### src/rtl/rpn_pkg.sv
// ============================================================================
// rpn_pkg
// Shared types and codes for the RPN stack calculator: token actions, result
// kinds, error codes and the controller-to-datapath command and status bundles.
// ============================================================================
package rpn_pkg;

    // token actions
    localparam logic [3:0] ACT_PUSH    = 4'd0;
    localparam logic [3:0] ACT_ADD     = 4'd1;
    localparam logic [3:0] ACT_SUB     = 4'd2;
    localparam logic [3:0] ACT_MUL     = 4'd3;
    localparam logic [3:0] ACT_DIV     = 4'd4;
    localparam logic [3:0] ACT_MOD     = 4'd5;
    localparam logic [3:0] ACT_PRINT   = 4'd6;
    localparam logic [3:0] ACT_RECALL  = 4'd7;
    localparam logic [3:0] ACT_ASSIGN  = 4'd8;
    localparam logic [3:0] ACT_LAST    = 4'd9;
    localparam logic [3:0] ACT_PEEK    = 4'd10;
    localparam logic [3:0] ACT_DUP     = 4'd11;
    localparam logic [3:0] ACT_SWAP    = 4'd12;
    localparam logic [3:0] ACT_LIST    = 4'd13;
    localparam logic [3:0] ACT_CLEAR   = 4'd14;

    // result kinds
    localparam logic [2:0] KIND_DONE   = 3'd0;
    localparam logic [2:0] KIND_PRINT  = 3'd1;
    localparam logic [2:0] KIND_TOP    = 3'd2;
    localparam logic [2:0] KIND_HEADER = 3'd3;
    localparam logic [2:0] KIND_ENTRY  = 3'd4;
    localparam logic [2:0] KIND_ERROR  = 3'd5;

    // error codes
    localparam logic [2:0] ERR_NONE      = 3'd0;
    localparam logic [2:0] ERR_ZERO_DIV  = 3'd1;
    localparam logic [2:0] ERR_NO_VAR    = 3'd2;
    localparam logic [2:0] ERR_EMPTY     = 3'd3;
    localparam logic [2:0] ERR_TOO_FEW   = 3'd4;
    localparam logic [2:0] ERR_UNKNOWN   = 3'd5;
    localparam logic [2:0] ERR_FULL      = 3'd6;
    localparam logic [2:0] ERR_UNDERFLOW = 3'd7;

    // datapath operations
    localparam logic [3:0] OP_NOP      = 4'd0;
    localparam logic [3:0] OP_LATCH    = 4'd1;
    localparam logic [3:0] OP_RD_TOP   = 4'd2;
    localparam logic [3:0] OP_POP_B    = 4'd3;
    localparam logic [3:0] OP_POP_A    = 4'd4;
    localparam logic [3:0] OP_PUSH     = 4'd5;
    localparam logic [3:0] OP_ADD      = 4'd6;
    localparam logic [3:0] OP_SUB      = 4'd7;
    localparam logic [3:0] OP_MUL      = 4'd8;
    localparam logic [3:0] OP_MUL_FIN  = 4'd9;
    localparam logic [3:0] OP_DIV_GO   = 4'd10;
    localparam logic [3:0] OP_DIV_FIN  = 4'd11;
    localparam logic [3:0] OP_RD_VAR   = 4'd12;
    localparam logic [3:0] OP_WR_VAR   = 4'd13;
    localparam logic [3:0] OP_SCAN_INC = 4'd14;
    localparam logic [3:0] OP_CLEAR    = 4'd15;

    // value sources for pushes and emitted results
    localparam logic [2:0] SRC_ZERO = 3'd0;
    localparam logic [2:0] SRC_NUM  = 3'd1;
    localparam logic [2:0] SRC_RES  = 3'd2;
    localparam logic [2:0] SRC_VAR  = 3'd3;
    localparam logic [2:0] SRC_LAST = 3'd4;
    localparam logic [2:0] SRC_TOP  = 3'd5;
    localparam logic [2:0] SRC_A    = 3'd6;
    localparam logic [2:0] SRC_B    = 3'd7;

    // iterative divider
    localparam int DIV_W   = 48;
    localparam int DIV_CNT_W = 6;

    typedef struct packed {
        logic [3:0] op;
        logic [2:0] src;
        logic       emit;
        logic [2:0] kind;
        logic [2:0] err;
        logic       scan_sel;
        logic       finish;
        logic       recall;
    } cmd_t;

    typedef struct packed {
        logic [3:0] action;
        logic       empty;
        logic       single;
        logic       full;
        logic       vidx_ok;
        logic       b_zero;
        logic       var_zero;
        logic       scan_last;
        logic       prev_recall;
        logic       div_busy;
        logic       out_free;
    } stat_t;

endpackage

### src/rtl/rpn_ctrl.sv
// ============================================================================
// rpn_ctrl
// Token sequencer: walks each token through pops, arithmetic, pushes and
// result emission, issuing one datapath command per cycle unless held by a busy result path or the divider.
// ============================================================================
module rpn_ctrl (
    input  logic            aclk,
    input  logic            aresetn,
    input  logic            s_valid,
    output logic            s_ready,
    input  rpn_pkg::stat_t  st,
    output rpn_pkg::cmd_t   cmd
);

    localparam logic [4:0] S_IDLE    = 5'd0;
    localparam logic [4:0] S_DISP    = 5'd1;
    localparam logic [4:0] S_POPB_RD = 5'd2;
    localparam logic [4:0] S_POPB    = 5'd3;
    localparam logic [4:0] S_PRINT   = 5'd4;
    localparam logic [4:0] S_CHKB    = 5'd5;
    localparam logic [4:0] S_ASGCHK  = 5'd6;
    localparam logic [4:0] S_POPA_RD = 5'd7;
    localparam logic [4:0] S_POPA    = 5'd8;
    localparam logic [4:0] S_CALC    = 5'd9;
    localparam logic [4:0] S_MULF    = 5'd10;
    localparam logic [4:0] S_DIVW    = 5'd11;
    localparam logic [4:0] S_PUSHR   = 5'd12;
    localparam logic [4:0] S_SW1     = 5'd13;
    localparam logic [4:0] S_SW2     = 5'd14;
    localparam logic [4:0] S_ASGW    = 5'd15;
    localparam logic [4:0] S_ASGP    = 5'd16;
    localparam logic [4:0] S_RCL     = 5'd17;
    localparam logic [4:0] S_PEEK    = 5'd18;
    localparam logic [4:0] S_DUP     = 5'd19;
    localparam logic [4:0] S_LRD     = 5'd20;
    localparam logic [4:0] S_LCHK    = 5'd21;
    localparam logic [4:0] S_FIN     = 5'd22;

    logic [4:0] state_reg;
    logic [4:0] state_next;

    always_ff @(posedge aclk) begin
        if (!aresetn) begin
            state_reg <= S_IDLE;
        end else begin
            state_reg <= state_next;
        end
    end

    // no transfer is taken while reset is held
    assign s_ready = (state_reg == S_IDLE) && aresetn;

    // next state and command
    always_comb begin
        cmd        = '0;
        state_next = state_reg;
        case (state_reg)
            S_IDLE: begin
                if (s_valid && aresetn) begin
                    cmd.op     = rpn_pkg::OP_LATCH;
                    state_next = S_DISP;
                end
            end
            S_DISP: begin
                state_next = S_FIN;
                case (st.action)
                    rpn_pkg::ACT_PUSH, rpn_pkg::ACT_LAST: begin
                        if (st.full) begin
                            cmd.emit = 1'b1;
                            cmd.kind = rpn_pkg::KIND_ERROR;
                            cmd.err  = rpn_pkg::ERR_FULL;
                        end else begin
                            cmd.op  = rpn_pkg::OP_PUSH;
                            cmd.src = (st.action == rpn_pkg::ACT_PUSH) ?
                                      rpn_pkg::SRC_NUM : rpn_pkg::SRC_LAST;
                        end
                    end
                    rpn_pkg::ACT_ADD, rpn_pkg::ACT_SUB, rpn_pkg::ACT_MUL,
                    rpn_pkg::ACT_DIV, rpn_pkg::ACT_MOD, rpn_pkg::ACT_ASSIGN: begin
                        state_next = S_POPB_RD;
                    end
                    rpn_pkg::ACT_PRINT: begin
                        if (!st.empty) begin
                            state_next = S_POPB_RD;
                        end
                    end
                    rpn_pkg::ACT_RECALL: begin
                        if (st.vidx_ok) begin
                            cmd.op     = rpn_pkg::OP_RD_VAR;
                            state_next = S_RCL;
                        end else begin
                            cmd.emit = 1'b1;
                            cmd.kind = rpn_pkg::KIND_ERROR;
                            cmd.err  = rpn_pkg::ERR_NO_VAR;
                        end
                    end
                    rpn_pkg::ACT_PEEK, rpn_pkg::ACT_DUP: begin
                        if (st.empty) begin
                            cmd.emit = 1'b1;
                            cmd.kind = rpn_pkg::KIND_ERROR;
                            cmd.err  = rpn_pkg::ERR_EMPTY;
                        end else begin
                            cmd.op     = rpn_pkg::OP_RD_TOP;
                            state_next = (st.action == rpn_pkg::ACT_PEEK) ? S_PEEK : S_DUP;
                        end
                    end
                    rpn_pkg::ACT_SWAP: begin
                        if (st.empty || st.single) begin
                            cmd.emit = 1'b1;
                            cmd.kind = rpn_pkg::KIND_ERROR;
                            cmd.err  = rpn_pkg::ERR_TOO_FEW;
                        end else begin
                            state_next = S_POPB_RD;
                        end
                    end
                    rpn_pkg::ACT_LIST: begin
                        cmd.emit     = 1'b1;
                        cmd.kind     = rpn_pkg::KIND_HEADER;
                        cmd.op       = rpn_pkg::OP_RD_VAR;
                        cmd.scan_sel = 1'b1;
                        state_next   = S_LCHK;
                    end
                    rpn_pkg::ACT_CLEAR: begin
                        cmd.op = rpn_pkg::OP_CLEAR;
                    end
                    default: begin
                        cmd.emit = 1'b1;
                        cmd.kind = rpn_pkg::KIND_ERROR;
                        cmd.err  = rpn_pkg::ERR_UNKNOWN;
                    end
                endcase
            end
            // pop right operand
            S_POPB_RD: begin
                cmd.op     = rpn_pkg::OP_RD_TOP;
                state_next = S_POPB;
            end
            S_POPB: begin
                cmd.op   = rpn_pkg::OP_POP_B;
                cmd.emit = st.empty;
                cmd.kind = rpn_pkg::KIND_ERROR;
                cmd.err  = rpn_pkg::ERR_UNDERFLOW;
                case (st.action)
                    rpn_pkg::ACT_DIV, rpn_pkg::ACT_MOD: state_next = S_CHKB;
                    rpn_pkg::ACT_PRINT:                 state_next = S_PRINT;
                    rpn_pkg::ACT_ASSIGN:                state_next = S_ASGCHK;
                    default:                            state_next = S_POPA_RD;
                endcase
            end
            S_PRINT: begin
                cmd.emit   = 1'b1;
                cmd.kind   = rpn_pkg::KIND_PRINT;
                cmd.src    = rpn_pkg::SRC_B;
                state_next = S_FIN;
            end
            S_CHKB: begin
                if (st.b_zero) begin
                    cmd.emit   = 1'b1;
                    cmd.kind   = rpn_pkg::KIND_ERROR;
                    cmd.err    = rpn_pkg::ERR_ZERO_DIV;
                    state_next = S_FIN;
                end else begin
                    state_next = S_POPA_RD;
                end
            end
            S_ASGCHK: begin
                if (st.prev_recall) begin
                    state_next = S_POPA_RD;
                end else begin
                    cmd.emit   = 1'b1;
                    cmd.kind   = rpn_pkg::KIND_ERROR;
                    cmd.err    = rpn_pkg::ERR_NO_VAR;
                    state_next = S_FIN;
                end
            end
            // pop left operand
            S_POPA_RD: begin
                cmd.op     = rpn_pkg::OP_RD_TOP;
                state_next = S_POPA;
            end
            S_POPA: begin
                cmd.op     = rpn_pkg::OP_POP_A;
                cmd.emit   = st.empty;
                cmd.kind   = rpn_pkg::KIND_ERROR;
                cmd.err    = rpn_pkg::ERR_UNDERFLOW;
                state_next = S_CALC;
            end
            S_CALC: begin
                case (st.action)
                    rpn_pkg::ACT_ADD: begin
                        cmd.op     = rpn_pkg::OP_ADD;
                        state_next = S_PUSHR;
                    end
                    rpn_pkg::ACT_SUB: begin
                        cmd.op     = rpn_pkg::OP_SUB;
                        state_next = S_PUSHR;
                    end
                    rpn_pkg::ACT_MUL: begin
                        cmd.op     = rpn_pkg::OP_MUL;
                        state_next = S_MULF;
                    end
                    rpn_pkg::ACT_DIV, rpn_pkg::ACT_MOD: begin
                        cmd.op     = rpn_pkg::OP_DIV_GO;
                        state_next = S_DIVW;
                    end
                    rpn_pkg::ACT_SWAP: state_next = S_SW1;
                    default:           state_next = S_ASGW;
                endcase
            end
            S_MULF: begin
                cmd.op     = rpn_pkg::OP_MUL_FIN;
                state_next = S_PUSHR;
            end
            S_DIVW: begin
                if (!st.div_busy) begin
                    cmd.op     = rpn_pkg::OP_DIV_FIN;
                    state_next = S_PUSHR;
                end
            end
            S_PUSHR: begin
                cmd.op     = rpn_pkg::OP_PUSH;
                cmd.src    = rpn_pkg::SRC_RES;
                state_next = S_FIN;
            end
            // swap as pop, pop, push, push
            S_SW1: begin
                cmd.op     = rpn_pkg::OP_PUSH;
                cmd.src    = rpn_pkg::SRC_B;
                state_next = S_SW2;
            end
            S_SW2: begin
                cmd.op     = rpn_pkg::OP_PUSH;
                cmd.src    = rpn_pkg::SRC_A;
                state_next = S_FIN;
            end
            S_ASGW: begin
                cmd.op     = rpn_pkg::OP_WR_VAR;
                state_next = S_ASGP;
            end
            S_ASGP: begin
                cmd.op     = rpn_pkg::OP_PUSH;
                cmd.src    = rpn_pkg::SRC_A;
                state_next = S_FIN;
            end
            S_RCL, S_DUP: begin
                if (st.full) begin
                    cmd.emit = 1'b1;
                    cmd.kind = rpn_pkg::KIND_ERROR;
                    cmd.err  = rpn_pkg::ERR_FULL;
                end else begin
                    cmd.op  = rpn_pkg::OP_PUSH;
                    cmd.src = (state_reg == S_RCL) ? rpn_pkg::SRC_VAR : rpn_pkg::SRC_TOP;
                end
                state_next = S_FIN;
            end
            S_PEEK: begin
                cmd.emit   = 1'b1;
                cmd.kind   = rpn_pkg::KIND_TOP;
                cmd.src    = rpn_pkg::SRC_TOP;
                state_next = S_FIN;
            end
            // variable listing walk
            S_LRD: begin
                cmd.op       = rpn_pkg::OP_RD_VAR;
                cmd.scan_sel = 1'b1;
                state_next   = S_LCHK;
            end
            S_LCHK: begin
                cmd.op     = rpn_pkg::OP_SCAN_INC;
                cmd.emit   = !st.var_zero;
                cmd.kind   = rpn_pkg::KIND_ENTRY;
                cmd.src    = rpn_pkg::SRC_VAR;
                state_next = st.scan_last ? S_FIN : S_LRD;
            end
            S_FIN: begin
                cmd.finish = 1'b1;
                cmd.recall = (st.action == rpn_pkg::ACT_RECALL) && st.vidx_ok;
                state_next = S_IDLE;
            end
            default: begin
                state_next = S_IDLE;
            end
        endcase
        // hold while the result path is busy
        if ((cmd.emit || cmd.finish) && !st.out_free) begin
            cmd        = '0;
            state_next = state_reg;
        end
    end

endmodule

### config.mk
export PLATFORM = sky130hd
export DESIGN_NAME = rpn_ctrl
export DESIGN_NICKNAME = d
export VERILOG_FILES = /design/src/rtl/rpn_pkg.sv /design/src/rtl/rpn_ctrl.sv
export SDC_FILE = /design/constraint.sdc
export NUM_CORES = 1
export LEC_CHECK = 0
export ABC_CLOCK_PERIOD_IN_PS = 2070
export BUFFER_PORTS_ARGS = -buffer_cell sky130_fd_sc_hd__buf_2
export CAP_MARGIN = 20
export CORE_MARGIN = 2
export CORE_UTILIZATION = 40
export CTS_BUF_LIST = sky130_fd_sc_hd__clkbuf_2 sky130_fd_sc_hd__clkbuf_4 sky130_fd_sc_hd__clkbuf_8
export CTS_CLUSTER_DIAMETER = 100
export CTS_CLUSTER_SIZE = 16
export DETAILED_ROUTE_END_ITERATION = 7
export PLACE_DENSITY = 0.68
export SLEW_MARGIN = 20
export SYNTH_ARGS = -nofsm -noshare
export SYNTH_HDL_FRONTEND = slang
export SYNTH_SLANG_ARGS = --single-unit
### constraint.sdc
create_clock -name aclk -period 2.07 [get_ports aclk]
set_input_delay 0.207 -clock aclk [delete_from_list [all_inputs] [get_ports aclk]]
set_output_delay 0.207 -clock aclk [all_outputs]
set_load 0.005 [all_outputs]
==> qor.yml, run 1 <==
status: "complete, but fails checks"
violations: "setup timing"
power_uw: 2400
holdWs_ns: 0.366
hold_viol_final: 0
p_leak_uw: 0.00111
yosysTopAreaCell: "o21ai_0"
synth_top_area_share_pct: 6.75
yosysUniqueCellTypes: 65
firstDrtPassIters: 6
finalNetCount: 370
initial_core_util_pct: 42.0
synth_edf_count: 0
drt_wl_total_microns: 7520
yosys_warnings: 0
path_max_fanout: 6
p_per_area_mw_per_mm2: 908
tightest_slew_ns: 0.539
h-tree-depth: 1
globalRoute.totalOverflow: 0
cts_buffer_depth: 2
yosys-top-cells-area: "o21ai_0 (6.8%), nand2_1 (6.4%), dfxtp_1 (5.9%)"
root_buffer: "clkbuf_8"
async_reset_ff_share_pct: 0
clkSinkCount: 5
rows: 23
postRouteAntennaNets: 0
finalSetupViolations: 15
path_clk_slew_ns: 0.04
syn_avg_cell_area_sq_um: 6.29
placed_cell_area_sq_mm: 0.00221
die_w_microns: 69.3
drive_gt1_share_pct: 43.2
cts_buffers: 3
hp-class: "input pin to register"
path_class: "register to primary output"
antenna_cells: 0
largest_reg_flops: 5
critical-path-top-delay-family: "simple AND/OR/NAND/NOR gates"
fp.coreArea_sq_mm: 0.00406
netlist_area_sq_mm: 0.00170
crit_buf_inv: 2
stdcell_area_sq_mm: 0.00264
synth_seq_cells: 5
fin_skew_ns: 0.00252
syn_nets: 288
rsz0062_at_grt: "true"
grt_max_degree: 21
routedWlPerCell_microns: 18.7
die_area_sq_mm: 0.00480
slowest_stage: "or3_4"
synth_flop_cell: "dfxtp_1"
track_usage_pct: 28.0
drt_iter0_drc: 429
critPathRequiredTime_ns: 1.86
max_cap_viol_count: 0
crit_top_cell: "or3_4"
drc: 0
max-vdd-ir-drop_uv: 555
place_congestion: 0.992
syn2layout_area_growth_pct: 54.8
dp_slack_ns: -0.0411
end_kind: "primary output"
multi_input_area_sq_mm: 0.00163
setup_ws_ns: -0.169
dp_hpwl_microns: 5240
seq_area_sq_um: 116
insertion_delay_ns: 0.22
timing.fmax_mhz: 447
cp.arrival_ns: 2.03
utilization_pct: 65.0
max_stage_delay_ns: 0.40
postSynthCellCount: 271
grt_pass1_wl_microns: 11000
die_y_microns: 69.3
period_share_pct: 108
num_vias: 2573
vias_per_cell: 6.40
first_global_vias: 2178
startpoint_type: "register"
cts_tree: "done"
numPortBuffers: 34
fillers: 362
ioPinCount: 35
antenna_found_initial: 0
worstPathCellList: "buf_6 > or3_4 > nor2_4 > nand2_2 > or3_4 > a211oi_2 > buf_2"
ys_seq_area_share_pct: 5.87
min_period_ns: 2.24
max_slew_margin_pct: 63.6
slew_violations: 0
==> area by class of cell <==
| class | instances | area share, % |
|---|---|---|
| clock buffer | 4 | 1.85 |
| inverter | 7 | 0.996 |
| multi-input combinational | 234 | 61.8 |
| sequential | 5 | 4.41 |
| tap | 50 | 2.37 |
| timing repair buffer | 102 | 28.5 |
==> per-stage QoR <==
stage	TNS, ns	std cells
2_1_floorplan	0	271
3_3_place_gp	0	381
3_5_place_dp	-0.132	381
4_1_cts	-1.29	388
5_1_grt	-2.66	402
6_report	-1.55	402
==> path summary, 6_finish.rpt <==
path | startpoint | end | slack, ns | cells past startpoint
setup / recovery | state_reg[1] | cmd[7] | -0.17 | 7
hold / removal | aresetn | state_reg[1] | 0.37 | 3
setup reg to reg | state_reg[2] | state_reg[4] | 0.06 | 9
hold reg to reg | state_reg[2] | state_reg[2] | 0.61 | 3
==> cells in the mapped netlist (3+ instances only) <==
cell type / number
a21oi_1: 19
a22oi_1: 3
a31oi_1: 7
a32oi_1: 3
and2_1: 4
and3_1: 5
buf_1: 5
buf_2: 9
clkbuf_1: 10
dfxtp_1: 5
inv_1: 7
mux2i_1: 8
nand2_1: 29
nand2b_1: 10
nand3_1: 11
nand4_1: 3
nor2_1: 25
nor2b_1: 11
nor3_1: 12
o211ai_1: 3
o21ai_0: 23
or3_1: 5
==> timing repair <==
action                                  in CTS  in global routing
hold buffers                                 0                  0
setup buffers                                4                 13
resized for setup                           37                 18
gates cloned                                 1                  1
endpoints found under the setup margin      15                 16
pin swaps                                   13                 13
==> power by group <==
| part | leakage, uW | switching, uW | internal, uW | total (uW) |
|---|---|---|---|---|
| combinational | 0.00104 | 1080 | 940 | 2020 |
| sequential | 0.0000442 | 48.4 | 134 | 183 |
| clock | 0.0000262 | 51.3 | 146 | 197 |
==> per-layer routing <==
metal | global-route usage, % | up-vias | part of all wire, %
met5 | 0 | - | 0
met4 | 8.50 | 0 | 4.3
met1 | 38.7 | 1186 | 40
met3 | 5.81 | 35 | 11
met2 | 43.6 | 174 | 45
li1 | - | 1178 | -
==> logic make-up after synthesis <==
family                 synth area share [%]
AND/OR/NAND/NOR                        40.7
XOR/XNOR                               1.03
AO/OA/AOI/OAI                          38.4
flip-flops                             5.87
buffers and inverters                  8.59
multiplexers                           5.36
==> tightest hold or removal path: cells and delay by family <==
| kind | cells | cell delay, ns |
|---|---|---|
| buffers and inverters | 1 | 0.18 |
| muxes | 1 | 0.06 |
| and+or+nand+nor | 1 | 0.09 |
==> cells in the final DEF (no fill, tap or decap), types with 9 or more instances in the layout <==
master,Yosys,final
nand3_1,11,11
nand2b_1,10,9
buf_2,9,34
nand2_1,29,27
buf_4,1,57
nor2_1,25,22
a21oi_1,19,19
o21ai_0,23,23
Note: power is estimated with default switching activity, not from simulation.
==> inputs of run 2 (changes only) <==
Settings changed: CORE_ASPECT_RATIO set to 1.75, CORE_UTILIZATION 40 to 58, PLACE_DENSITY 0.68 to 0.91.
==> run 2 against run 1 <==
  * The run now fails in global routing (5_1_grt)
  * Area after synthesis did not move
  * Synthesized cell count did not move
==> qor.yml, run 2 <==
status: "aborted with a tool error"
failed_stage: "global routing (5_1_grt)"
tool.error: "[ERROR GRT-0232] Routing congestion too high. Check the congestion heatmap in the GUI."
cts_buffer_depth: 2
initial_core_util_pct: 59.5
yosysTopAreaCell: "o21ai_0"
synth_top_area_share_pct: 6.75
syn_avg_cell_area_sq_um: 6.29
dp_hpwl_microns: 5610
placed_cell_area_sq_mm: 0.00219
h-tree-depth: 1
syn_nets: 288
die_y_microns: 75.7
synth_most_common_cell: "nand2_1"
holdBufCountCts: 0
rows: 26
track_usage_pct: 75.2
place_congestion: 1.18
yosysUniqueCellTypes: 65
endpoint_type: "output port"
synth_flop_cell: "dfxtp_1"
yosys_warnings: 0
async_reset_ff_share_pct: 0
synth_edf_count: 0
postSynthCellCount: 271
repair-timing-grt-worst-ep: "cmd[15]"
ioPinCount: 35
grt_max_degree: 20
synth_seq_cells: 5
post_synth_most_frequent_cells: "nand2_1 (29), nor2_1 (25), o21ai_0 (23), a21oi_1 (19), nor3_1 (12)"
yosys-top-cells-area: "o21ai_0 (6.8%), nand2_1 (6.4%), dfxtp_1 (5.9%)"
root_buffer: "clkbuf_8"
netlist_area_sq_mm: 0.00170
clkSinkCount: 5
ys_seq_area_share_pct: 5.87
die_w_microns: 45.0
globalRoute.totalOverflow: 61
numPortBuffers: 34
cts_buffers: 3
[run 2: cell counts after synthesis]
Identical to the previous run, type by type.
[run 2: layer usage]
metal  global-route usage [%]  GRT overflow
met3                     40.3             0
met1                     75.2             1
met4                     89.9            20
met2                     98.7            40
met5                        0             0
[run 2: cell families after synthesis]
family | after synthesis | share of synthesized area (%)
AOI/OAI and AO/OA | 91 | 38.4
xor gates and xnor gates | 2 | 1.03
buffers and inverters | 33 | 8.59
DFF | 5 | 5.87
muxes | 9 | 5.36
and+or+nand+nor | 131 | 40.7
[run 2: per-stage QoR]
stage / std cells / util, % / worst slack (ns)
floorplan: 271 / - / 0.145
global placement: 357 / 76.5 / 0.00106
detailed placement: 357 / 76.5 / -0.0690
CTS: 367 / 85.6 / -0.168
[run 2: what timing repair did]
action,in CTS
endpoints found under the setup margin,19
cloned,1
buffers inserted,5
endpoints found under the hold margin,0
pin swaps,11
resized for setup,37
==> inputs of run 3 (changes only) <==
Settings changed: CORE_ASPECT_RATIO 1.75 to not set, CORE_UTILIZATION 58 to 40, CTS_BUF_LIST sky130_fd_sc_hd__clkbuf_2 sky130_fd_sc_hd__clkbuf_4 sky130_fd_sc_hd__clkbuf_8 to not set, CTS_CLUSTER_DIAMETER 100 to not set, CTS_CLUSTER_SIZE 16 to not set, PLACE_DENSITY 0.91 to not set, PLACE_DENSITY_LB_ADDON set to 0.15.
==> run 3 against run 2 <==
  * The flow now finishes, with violations (setup timing)
==> qor.yml, run 3 (synthesized netlist as in run 1, its figures left out) <==
cp.arrival_ns: 2.04
max-vdd-ir-drop_uv: 573
dp_cells: 382
drt-met1-wl_microns: 3220
path_clk_slew_ns: 0.04
cts_tree: "done"
r2r_start: "state_reg[3]"
wl_met3_microns: 701
cts_buffers: 3
drive_gt1_share_pct: 42.0
met2WireLength_microns: 3500
top_layer: "met4"
insertion_delay_ns: 0.23
setup_ws_ns: -0.182
firstDrtPassIters: 5
worstPathCellList: "buf_8 > nor3_4 > buf_6 > o2111ai_4 > o221ai_2 > nand3b_4 > o31a_4 > a211oi_2 > buf_2"
vias_per_cell: 6.33
first_global_vias: 2294
utilization_pct: 63.8
holdBufCountCts: 0
p_per_area_mw_per_mm2: 911
finalNetCount: 363
slew_violations: 0
max_cap_viol_count: 0
fp.coreArea_sq_mm: 0.00406
multi_input_area_sq_mm: 0.00164
rsz0062_at_grt: "true"
mostFrequentLayoutCells: "buf_4 (52), buf_2 (35), nand2_1 (29)"
tightest_slew_ns: 0.604
placed_cell_area_sq_mm: 0.00225
stdcell_area_sq_mm: 0.00259
startpoint_type: "register"
num_vias: 2500
initial_core_util_pct: 42.0
end_kind: "primary output"
path_max_fanout: 7
die_y_microns: 69.3
largest_reg_flops: 5
fillers: 375
antenna_found_initial: 0
track_usage_pct: 30.6
clkSinkCount: 5
cts_buffer_depth: 2
worstRegToRegCells: 8
r2r-end: "state_reg[2]"
postRouteAntennaNets: 0
max_stage_delay_ns: 0.42
rows: 23
syn2layout_area_growth_pct: 51.8
finalSetupViolations: 14
slowest_stage: "o31a_4"
dp_hpwl_microns: 5480
routedWlPerCell_microns: 19.4
root_buffer: "clkbuf_8"
violations: "setup timing"
ioPinCount: 35
tns_ns: -1.64
grt_max_degree: 22
seq_area_sq_um: 119
min_period_ns: 2.25
hold_viol_final: 0
timing.fmax_mhz: 444
max_slew_margin_pct: 59.2
status: "complete, but fails checks"
globalRoute.totalOverflow: 0
critPathRequiredTime_ns: 1.86
holdWs_ns: 0.355
grt_pass1_wl_microns: 11800
drc: 0
whs_path_depth: 3
place_congestion: 0.997
hp-start: "aresetn"
h-tree-depth: 1
numPortBuffers: 34
drt_iter0_drc: 311
r2r_setup_slack_ns: 0.10
hold_end: "state_reg[4]"
hp-class: "input pin to register"
mostFrequentLayoutCell: "buf_4"
period_share_pct: 109
path_class: "register to primary output"
die_area_sq_mm: 0.00480
fin_skew_ns: 0.00198
die_w_microns: 69.3
p_leak_uw: 0.00106
layoutNonFillerInstCount: 395
antenna_cells: 0
drt_wl_total_microns: 7650
run 3: power breakdown:
part	switching, uW	internal [uW]	leakage, uW	total, uW
Clock	53.6	133	0.0000228	186
Sequential	56.2	136	0.0000445	192
Combinational	1080	902	0.000996	1980
Total	1190	1170	0.00106	2360
run 3: critical path, delay by kind of cell (launching register included):
| kind | cells | cell delay (ns) |
|---|---|---|
| buffers and inverters | 3 | 0.39 |
| and+or+nand+nor | 2 | 0.26 |
| DFF | 1 | 0.38 |
| AOI/OAI and AO/OA | 4 | 0.78 |
run 3: metrics by stage:
stage | power (uW) | worst slack [ns]
final | 2360 | -0.182
after global routing | 2490 | -0.256
after global placement | 1800 | -0.0492
after detailed placement | 1800 | -0.0357
after CTS | 2150 | -0.155
after floorplan | 1130 | 0.145
run 3: area by class of cell:
type / instances / area share, %
multi-input combinational: 234 / 63.5
inverter: 7 / 1.02
clock buffer: 4 / 1.74
sequential: 5 / 4.59
timing repair buffer: 95 / 26.7
tap: 50 / 2.42
run 3: layer usage:
metal  global-route usage (%)  vias up
li1                         -     1166
met1                     41.5     1164
met2                     48.5      146
met3                     5.67       24
met4                     10.7        0
met5                        0        -
run 3: repair_timing:
action	CTS	global route
cloned	1	1
buffers inserted	5	4
endpoints found under the setup margin	16	20
resized for setup	33	21
pin swaps	13	6
run 3: how the worst max path moves through the flow:
stage / slack [ns] / startpoint / end
3_3_place_gp: -0.05 / state_reg[1] / cmd[6]
3_5_place_dp: -0.04 / state_reg[1] / cmd[3]
6_report: -0.18 / state_reg[2] / cmd[7]
5_1_grt: -0.26 / state_reg[4] / cmd[15]
2_1_floorplan: 0.14 / state_reg[0] / cmd[13]
4_1_cts: -0.15 / state_reg[4] / cmd[6]
